===== config.mk =====
export PLATFORM = sky130hd
export DESIGN_NAME = capture_compare_channel_engine_core
export DESIGN_NICKNAME = d
export VERILOG_FILES = /design/src/hdl/ccce_pkg.sv /design/src/hdl/ccce_cfg_regs.sv /design/src/hdl/ccce_chan_core.sv /design/src/hdl/capture_compare_channel_engine_core.sv
export SDC_FILE = /design/constraint.sdc
export NUM_CORES = 1
export LEC_CHECK = 0
export BUFFER_PORTS_ARGS = -buffer_cell sky130_fd_sc_hd__buf_4
export CORE_MARGIN = 5
export CORE_UTILIZATION = 65
export CTS_CLUSTER_DIAMETER = 50
export DETAILED_ROUTE_END_ITERATION = 10
export PLACE_DENSITY_LB_ADDON = 0.3
export RECOVER_POWER = 50
export SYNTH_ARGS = -nofsm -noshare
export SYNTH_HDL_FRONTEND = slang
export SYNTH_HIERARCHICAL = 1
export SYNTH_SLANG_ARGS = --single-unit
export TNS_END_PERCENT = 100

===== constraint.sdc =====
create_clock -name clock -period 7.65 [get_ports clock]
set_clock_uncertainty 0.05 [all_clocks]
set_input_delay 0.765 -clock clock [delete_from_list [all_inputs] [get_ports clock]]
set_output_delay 0.765 -clock clock [all_outputs]
set_load 0.01 [all_outputs]

===== src/hdl/ccce_pkg.sv =====
// ============================================================================
// ccce_pkg
// Shared types and constants of the capture/compare channel engine.
// ============================================================================
`default_nettype none

package ccce_pkg;

   localparam int CHANNELS_DEF = 4;
   localparam int CHAN_W       = 2;
   localparam int MODE_W       = 3;
   localparam int ARG_W        = 16;
   localparam int VAL_W        = 16;
   localparam int OVF_W        = 8;
   localparam int STAMP_W      = OVF_W + VAL_W;
   localparam int DIFF_W       = 32;
   localparam int SHIFT_W      = 5;

   localparam int CSR_INDEX_W  = 4;
   localparam int CSR_DATA_W   = 16;

   localparam logic [CSR_INDEX_W-1:0] CSR_MODE_BASE = 4'd0;
   localparam logic [CSR_INDEX_W-1:0] CSR_ARG_BASE  = 4'd4;
   localparam logic [CSR_INDEX_W-1:0] CSR_REG_END   = 4'd8;

   localparam logic [VAL_W-1:0] DUR_SAT = 16'hffff;

   localparam int REQ_DATA_W = 24;
   localparam int REQ_USER_W = 3;
   localparam int RSP_DATA_W = 32;
   localparam int RSP_USER_W = 5;

   typedef enum logic [MODE_W-1:0] {
      MODE_OFF      = 3'd0,
      MODE_CAP_CONT = 3'd1,
      MODE_CAP_ONCE = 3'd2,
      MODE_PWM      = 3'd3,
      MODE_TIMER    = 3'd4,
      MODE_PULSE    = 3'd5
   } mode_type;

   typedef struct packed {
      logic               overflow;
      logic               event_valid;
      logic [CHAN_W-1:0]  event_channel;
      logic [VAL_W-1:0]   capture_value;
   } item_type;

   typedef struct packed {
      logic               report_valid;
      logic [CHAN_W-1:0]  report_channel;
      logic [VAL_W-1:0]   duration;
      logic               compare_valid;
      logic [VAL_W-1:0]   compare_value;
      logic               disarm;
   } result_type;

   typedef struct packed {
      logic               valid;
      logic [CHAN_W-1:0]  channel;
      logic [MODE_W-1:0]  mode;
      logic [ARG_W-1:0]   arg;
   } start_type;

endpackage

`default_nettype wire


===== src/hdl/ccce_cfg_regs.sv =====
// ============================================================================
// ccce_cfg_regs
// Decodes register writes, holds the per-channel arguments and issues
// channel start commands on mode writes.
// ============================================================================
`default_nettype none

module ccce_cfg_regs #(
   parameter int CHANNELS = ccce_pkg::CHANNELS_DEF
) (
   input  wire logic                                      clock,
   input  wire logic                                      reset,
   input  wire logic                                      csr_we,
   input  wire logic [ccce_pkg::CSR_INDEX_W-1:0]          csr_index,
   input  wire logic [ccce_pkg::CSR_DATA_W-1:0]           csr_wdata,
   output logic [CHANNELS-1:0][ccce_pkg::ARG_W-1:0]       reg_arg,
   output ccce_pkg::start_type                            start
);

   logic [CHANNELS-1:0][ccce_pkg::ARG_W-1:0] arg_ff;
   logic [CHANNELS-1:0][ccce_pkg::ARG_W-1:0] arg_in;
   logic                                     mode_wr;
   logic                                     arg_wr;
   logic [ccce_pkg::CHAN_W-1:0]              wr_chan;

   assign mode_wr = csr_we && (csr_index < ccce_pkg::CSR_ARG_BASE);
   assign arg_wr  = csr_we && (csr_index >= ccce_pkg::CSR_ARG_BASE)
                    && (csr_index < ccce_pkg::CSR_REG_END);
   assign wr_chan = csr_index[ccce_pkg::CHAN_W-1:0];

   always_comb begin
      arg_in      = arg_ff;
      start.valid   = 1'b0;
      start.channel = wr_chan;
      start.mode    = csr_wdata[ccce_pkg::MODE_W-1:0];
      start.arg     = '0;
      for (int i = 0; i < CHANNELS; i++) begin
         if (wr_chan == ccce_pkg::CHAN_W'(i)) begin
            start.valid = mode_wr;
            start.arg   = arg_ff[i];
            if (arg_wr) begin
               arg_in[i] = csr_wdata[ccce_pkg::ARG_W-1:0];
            end
         end
      end
   end

   always_ff @(posedge clock) begin
      if (reset) begin
         arg_ff <= '0;
      end else begin
         arg_ff <= arg_in;
      end
   end

   assign reg_arg = arg_ff;

endmodule

`default_nettype wire


===== src/hdl/ccce_chan_core.sv =====
// ============================================================================
// ccce_chan_core
// Per-channel state and the single-pass evaluation of one request.
// ============================================================================
`default_nettype none

module ccce_chan_core #(
   parameter int CHANNELS = ccce_pkg::CHANNELS_DEF
) (
   input  wire logic                                      clock,
   input  wire logic                                      reset,
   input  wire logic                                      fire,
   input  wire ccce_pkg::item_type                        item,
   input  wire ccce_pkg::start_type                       start,
   input  wire logic [CHANNELS-1:0][ccce_pkg::ARG_W-1:0]  reg_arg,
   output ccce_pkg::result_type                           result
);

   logic [CHANNELS-1:0][ccce_pkg::MODE_W-1:0]  live_mode_ff, live_mode_in;
   logic [CHANNELS-1:0][ccce_pkg::OVF_W-1:0]   ovf_cnt_ff, ovf_cnt_in;
   logic [CHANNELS-1:0][ccce_pkg::STAMP_W-1:0] last_stamp_ff, last_stamp_in;
   logic [CHANNELS-1:0][ccce_pkg::VAL_W-1:0]   next_cmp_ff, next_cmp_in;

   logic                           hit;
   logic [ccce_pkg::MODE_W-1:0]    sel_mode;
   logic [ccce_pkg::OVF_W-1:0]     sel_ovf;
   logic [ccce_pkg::STAMP_W-1:0]   sel_last;
   logic [ccce_pkg::VAL_W-1:0]     sel_cmp;
   logic [ccce_pkg::ARG_W-1:0]     sel_arg;
   logic [ccce_pkg::STAMP_W-1:0]   stamp;
   logic [ccce_pkg::DIFF_W-1:0]    diff;
   logic [ccce_pkg::DIFF_W-1:0]    width_w;
   logic [ccce_pkg::VAL_W-1:0]     dur;
   logic [ccce_pkg::VAL_W-1:0]     cmp_sum;
   logic                           is_cap;
   logic                           is_once;
   logic                           is_pwm;
   logic                           is_timer;
   logic                           is_pulse;

   always_comb begin
      hit      = 1'b0;
      sel_mode = '0;
      sel_ovf  = '0;
      sel_last = '0;
      sel_cmp  = '0;
      sel_arg  = '0;
      for (int i = 0; i < CHANNELS; i++) begin
         if (item.event_channel == ccce_pkg::CHAN_W'(i)) begin
            hit      = item.event_valid;
            sel_mode = live_mode_ff[i];
            sel_ovf  = ovf_cnt_ff[i] + ccce_pkg::OVF_W'(item.overflow);
            sel_last = last_stamp_ff[i];
            sel_cmp  = next_cmp_ff[i];
            sel_arg  = reg_arg[i];
         end
      end
   end

   always_comb begin
      is_cap   = 1'b0;
      is_once  = 1'b0;
      is_pwm   = 1'b0;
      is_timer = 1'b0;
      is_pulse = 1'b0;
      unique case (ccce_pkg::mode_type'(sel_mode))
         ccce_pkg::MODE_CAP_CONT: begin
            is_cap = hit;
         end
         ccce_pkg::MODE_CAP_ONCE: begin
            is_cap  = hit;
            is_once = hit;
         end
         ccce_pkg::MODE_PWM: begin
            is_pwm = hit;
         end
         ccce_pkg::MODE_TIMER: begin
            is_timer = hit;
         end
         ccce_pkg::MODE_PULSE: begin
            is_pulse = hit;
         end
         default: begin
            is_cap = 1'b0;
         end
      endcase
   end

   // The stamp uses the overflow count after this request's own overflow.
   assign stamp   = {sel_ovf, item.capture_value};
   assign diff    = ccce_pkg::DIFF_W'(stamp) - ccce_pkg::DIFF_W'(sel_last);
   assign width_w = diff >> sel_arg[ccce_pkg::SHIFT_W-1:0];
   assign dur     = (width_w[23:16] != 8'd0) ? ccce_pkg::DUR_SAT : width_w[15:0];
   assign cmp_sum = sel_cmp + sel_arg;

   always_comb begin
      result.report_valid   = is_cap || is_pwm || is_timer;
      result.report_channel = item.event_valid ? item.event_channel : '0;
      result.duration       = is_cap ? dur : '0;
      result.compare_valid  = is_timer || is_pulse;
      result.compare_value  = (is_timer || is_pulse) ? cmp_sum : '0;
      result.disarm         = is_once;
   end

   always_comb begin
      live_mode_in  = live_mode_ff;
      ovf_cnt_in    = ovf_cnt_ff;
      last_stamp_in = last_stamp_ff;
      next_cmp_in   = next_cmp_ff;
      for (int i = 0; i < CHANNELS; i++) begin
         if (fire && item.overflow) begin
            ovf_cnt_in[i] = ovf_cnt_ff[i] + 8'd1;
         end
         if (fire && (item.event_channel == ccce_pkg::CHAN_W'(i))) begin
            if (is_cap) begin
               last_stamp_in[i] = stamp;
            end
            if (is_once) begin
               live_mode_in[i] = ccce_pkg::MODE_OFF;
            end
            if (is_timer || is_pulse) begin
               next_cmp_in[i] = cmp_sum;
            end
         end
         if (start.valid && (start.channel == ccce_pkg::CHAN_W'(i))) begin
            live_mode_in[i] = start.mode;
            if ((start.mode == ccce_pkg::MODE_CAP_CONT)
                || (start.mode == ccce_pkg::MODE_CAP_ONCE)) begin
               ovf_cnt_in[i]    = '0;
               last_stamp_in[i] = '0;
            end else if ((start.mode == ccce_pkg::MODE_TIMER)
                         || (start.mode == ccce_pkg::MODE_PULSE)) begin
               next_cmp_in[i] = start.arg;
            end
         end
      end
   end

   always_ff @(posedge clock) begin
      if (reset) begin
         live_mode_ff  <= '0;
         ovf_cnt_ff    <= '0;
         last_stamp_ff <= '0;
         next_cmp_ff   <= '0;
      end else begin
         live_mode_ff  <= live_mode_in;
         ovf_cnt_ff    <= ovf_cnt_in;
         last_stamp_ff <= last_stamp_in;
         next_cmp_ff   <= next_cmp_in;
      end
   end

endmodule

`default_nettype wire


===== src/hdl/capture_compare_channel_engine_core.sv =====
// ============================================================================
// capture_compare_channel_engine_core
// Capture/compare engine for up to four channels sharing one counter.
// ============================================================================
// Usage: each request on the req_ channel carries an optional counter
// overflow and an optional channel event with a captured count. Every
// request yields exactly one response on the rsp_ channel, in order.
// Capture channels report the shifted, saturated pulse width; timer and
// pulse channels return their next compare value; pwm and timer report
// a tick with zero duration.
// Registers are written through the csr_ port, one per cycle; the user must
// write them only while no request is in flight, which the block does not
// enforce. Writing a mode register (re)starts the channel. A request passes
// through one input register and one response register, with the channel
// state between them. Throughput is one request per cycle while rsp_tready is
// high. The input side stays ready while a finished response waits, as long as
// the response register can drain; when the receiver stalls, one request is
// held in the input register and req_tready falls after that. Reset clears
// the valid flags, arguments and channel state, so every channel starts unused.
// ============================================================================
`default_nettype none

module capture_compare_channel_engine_core #(
   parameter int CHANNELS = ccce_pkg::CHANNELS_DEF
) (
   input  wire logic                                clock,
   input  wire logic                                reset,
   input  wire logic                                req_tvalid,
   output logic                                     req_tready,
   // overflow [0], capture_value [16:1], zero fill [23:17]
   input  wire logic [ccce_pkg::REQ_DATA_W-1:0]     req_tdata,
   // event_valid [0], event_channel [2:1]
   input  wire logic [ccce_pkg::REQ_USER_W-1:0]     req_tuser,
   output logic                                     rsp_tvalid,
   input  wire logic                                rsp_tready,
   // duration [15:0], compare_value [31:16]
   output logic [ccce_pkg::RSP_DATA_W-1:0]          rsp_tdata,
   // report_valid [0], report_channel [2:1], compare_valid [3], disarm [4]
   output logic [ccce_pkg::RSP_USER_W-1:0]          rsp_tuser,
   input  wire logic                                csr_we,
   input  wire logic [ccce_pkg::CSR_INDEX_W-1:0]    csr_index,
   input  wire logic [ccce_pkg::CSR_DATA_W-1:0]     csr_wdata
);

   logic                                      in_vld_ff, in_vld_in;
   ccce_pkg::item_type                        in_ff, in_in;
   logic                                      out_vld_ff, out_vld_in;
   ccce_pkg::result_type                      out_ff, out_in;
   logic                                      advance;
   logic                                      accept;
   logic [CHANNELS-1:0][ccce_pkg::ARG_W-1:0]  reg_arg;
   ccce_pkg::start_type                       start;
   ccce_pkg::result_type                      result;

   assign advance    = in_vld_ff && (!out_vld_ff || rsp_tready);
   assign req_tready = !in_vld_ff || advance;
   assign accept     = req_tvalid && req_tready;

   always_comb begin
      in_in               = in_ff;
      if (accept) begin
         in_in.overflow      = req_tdata[0];
         in_in.capture_value = req_tdata[16:1];
         in_in.event_valid   = req_tuser[0];
         in_in.event_channel = req_tuser[2:1];
      end
      in_vld_in  = accept || (in_vld_ff && !advance);
      out_in     = advance ? result : out_ff;
      out_vld_in = advance || (out_vld_ff && !rsp_tready);
   end

   always_ff @(posedge clock) begin
      if (reset) begin
         in_vld_ff  <= 1'b0;
         out_vld_ff <= 1'b0;
      end else begin
         in_vld_ff  <= in_vld_in;
         out_vld_ff <= out_vld_in;
      end
      in_ff  <= in_in;
      out_ff <= out_in;
   end

   ccce_cfg_regs #(
      .CHANNELS (CHANNELS)
   ) u_cfg_regs (
      .clock     (clock),
      .reset     (reset),
      .csr_we    (csr_we),
      .csr_index (csr_index),
      .csr_wdata (csr_wdata),
      .reg_arg   (reg_arg),
      .start     (start)
   );

   ccce_chan_core #(
      .CHANNELS (CHANNELS)
   ) u_chan_core (
      .clock   (clock),
      .reset   (reset),
      .fire    (advance),
      .item    (in_ff),
      .start   (start),
      .reg_arg (reg_arg),
      .result  (result)
   );

   assign rsp_tvalid = out_vld_ff;
   assign rsp_tdata  = {out_ff.compare_value, out_ff.duration};
   assign rsp_tuser  = {out_ff.disarm, out_ff.compare_valid, out_ff.report_channel,
                        out_ff.report_valid};

endmodule

`default_nettype wire

==> results.md <==
* Slack of the critical path at 1.43 ns
* Fin crit period at 6.22 ns
* Crit path DAT at 6.45 ns
* Max-cap violations at 10
* CTS Sinks at 327
* Worst r2r src: in_ff[16]
* Clock transition at the registers of the reported paths at 0.06 ns
* Fin nets at 2163
* Total grt overflow at 0
* TritonRoute pass-1 iters at 7
* Critical path class: register to register
* Vias per cell at 6.50
* Largest net degree at the start of global routing at 84
* Chip width at 181 um
* Area share of the largest cell type after synthesis at 28.5%
* Worst Setup SP: in_ff[16]
* Syn Area/Cell at 9.19 um^2
* FF-to-FF setup slack at 1.43 ns
* Global-route wire length before repair at 81.1 mm
* Final hold violations at 0
* Final Max Slew Viols at 404
* Syn Nets at 2168
* Unrepaired setup endpoints after global routing: false
* HP Start: req_tuser[2]
* Diode count at 0
* DP Wirelength at 32.8 mm
* Initial Utilization at 65.9%
* Slew at the pin closest to its max-slew limit at 3.17 ns
* Num CTS Buffers at 38
* Post-Syn Instances at 2063
* Most frequently used flop master after synthesis: dfxtp_1
* Fin crit share at 81.3%
* Drt wl/cell at 20.4 um
* Fmax at 161 MHz
* P_leak at 8.02 nW
* Synth top cells by count: 274 x nand2_1, 270 x dfxtp_1, 193 x nor2_1
* Synth async-reset ratio at 0%
* Most frequent cell after synthesis: nand2_1
* CP Launch Type: register
* Number of port buffers at 83
* CTS Hold Bufs at 0
* Seq/Total Area, Yosys at 37.5%
* GRT Overall Usage at 29.8%
* Via count at 16.1k
* Worst slack, placed at 2.13 ns
* FF-to-FF End: u_chan_core/next_cmp_ff[13]
* Non-Filler Instances at 2472
* TNS Setup at 0 ns
* Yosys cell types at 88
* Vias in the first global route at 16.1k
* Die Area at 32700 um^2
* Required time of the critical path at 7.87 ns
* H-tree levels at 2
* WL final at 50.4 mm
* # Post-CTS Setup Buffers at 0
* Synth area leaders: dfxtp_1 29%, mux4_2 9.5%, edfxtp_1 9.0%
* Layout cells sized above 1 at 11.6%
* Placed Cells at 2402
* Synth Register Bits at 327
* Floorplan core area at 28800 um^2
* Area grow syn2layout at 9.32%
* Post-route ant nets at 0
* Max Root-Sink Buffers at 3
* TritonCTS clock tree: yes
* Latest clock arrival within the worst-skew pair at 0.54 ns
* PwrDens at 203 nW/um^2
* CTS resizes at 0
* Die Span Y at 181 um
* FP Rows at 62
* Root Buffer Master: clkbuf_16
* Worst min-delay path class: input pin to register
* Synth Cell Area at 19000 um^2
* Peak VDD IR at 0.000161 V
* R2R depth at 16
* Drt initial violations at 1699
* Critical Path End Type: register
* Final RePlAce weighted congestion at 0.916
* Synth warnings at 6
* Status: complete, but fails checks
* CP Max Fanout at 29
* Antenna violations before repair at 1
* Failing checks: max-capacitance violations, max-slew violations
* Relative slew slack at -111%
* # setup viols final at 0
* I/O pins at 91
* # DRC at 0
* EDFF count, synth at 57
* Setup crit end: u_chan_core/next_cmp_ff[13]
* Largest area contributor in the netlist: dfxtp_1
[state kept, by name, indices dropped and copies added (netlist names)]
signal	flops
u_chan_core/last_stamp_ff	96
u_cfg_regs/reg_arg	64
u_chan_core/next_cmp_ff	64
rsp_tdata	32
u_chan_core/ovf_cnt_ff	32
in_ff	20
u_chan_core/live_mode_ff	12
rsp_tuser	5
in_vld_ff	1
rsp_tvalid	1
[layout make-up]
class	count	area, um^2
Timing Repair Buffer	107	641
Multi-Input combinational cell	1527	10900
Clock buffer	53	1150
Fill cell	2122	8050
Clock inverter	17	196
Tap cell	384	480
Sequential cell	327	7120
Inverter	57	214
[logic make-up after synthesis]
family | share of synthesized area [%]
and+or+nand+nor | 17.6
buffers and inverters | 4.84
AOI/OAI and AO/OA | 16.4
muxes | 16.5
xor gates and xnor gates | 3.56
DFF | 37.5
adders and majority gates | 3.58
[metrics by stage]
stage	hold WS (ns)	total power, mW	area [um^2]	utilization, %
after floorplan	0.383	2.20	19000	-
after global placement	0.389	2.33	19600	68.0
after detailed placement	0.397	2.34	19600	68.0
after CTS	0.342	4.23	20900	72.7
after global routing	0.366	4.35	20700	72.0
final	0.382	4.21	20700	72.0
[cell usage in the layout, fill, tap and decap left out, types with 10 or more instances in the layout]
cell,instances
or3_1,16
a211oi_1,79
and3_1,15
nor2_1,192
o21ai_0,58
nand4_1,19
inv_1,54
ha_1,51
mux2i_1,119
o21a_1,13
a31oi_1,10
a21oi_1,161
nand3_1,35
xor2_1,44
edfxtp_1,57
a21o_1,17
mux2_2,10
buf_4,37
dfxtp_1,270
mux4_2,80
nand2_1,274
xnor2_1,33
o211ai_1,19
nor3_1,30
clkbuf_4,18
clkbuf_1,56
and2_1,14
a22oi_1,12
nand2b_1,86
clkbuf_16,43
[power by group]
group	switching (mW)	internal, mW	total, mW
Sequential	0.0221	1.78	1.80
Combinational	0.321	0.188	0.509
Clock	0.758	1.14	1.90
[metal layers]
layer / vias up / routed length [um] / track usage (%)
met5: - / 13 / 0
met1: 7753 / 20600 / 38.8
li1: 7453 / - / -
met2: 728 / 24600 / 50.4
met4: 2 / 1560 / 11.8
met3: 143 / 3580 / 4.10
[critical path, stage by stage, from the launching register on]
cell       delay, ns
edfxtp_1        0.75
clkbuf_1        1.20
mux2_2          0.45
o21ai_2         0.12
buf_4           0.35
clkinv_1        0.15
ha_1            0.30
a21o_1          0.11
a21oi_1         0.09
o21a_1          0.20
o21ai_0         0.34
a41oi_1         0.24
a2111oi_0       0.79
o31ai_1         0.25
o31a_1          0.26
mux2i_1         0.18
a211oi_1        0.12
[worst min-delay path by stage]
stage | slack [ns] | to | cells after the start
floorplan | 0.38 | u_chan_core/last_stamp_ff[48] | 2
global placement | 0.39 | u_chan_core/last_stamp_ff[81] | 2
detailed placement | 0.40 | u_chan_core/last_stamp_ff[78] | 2
CTS | 0.34 | in_ff[17] | 1
global route | 0.37 | in_ff[18] | 1
finish | 0.38 | in_ff[17] | 1
(Power assumes the default switching activity.)
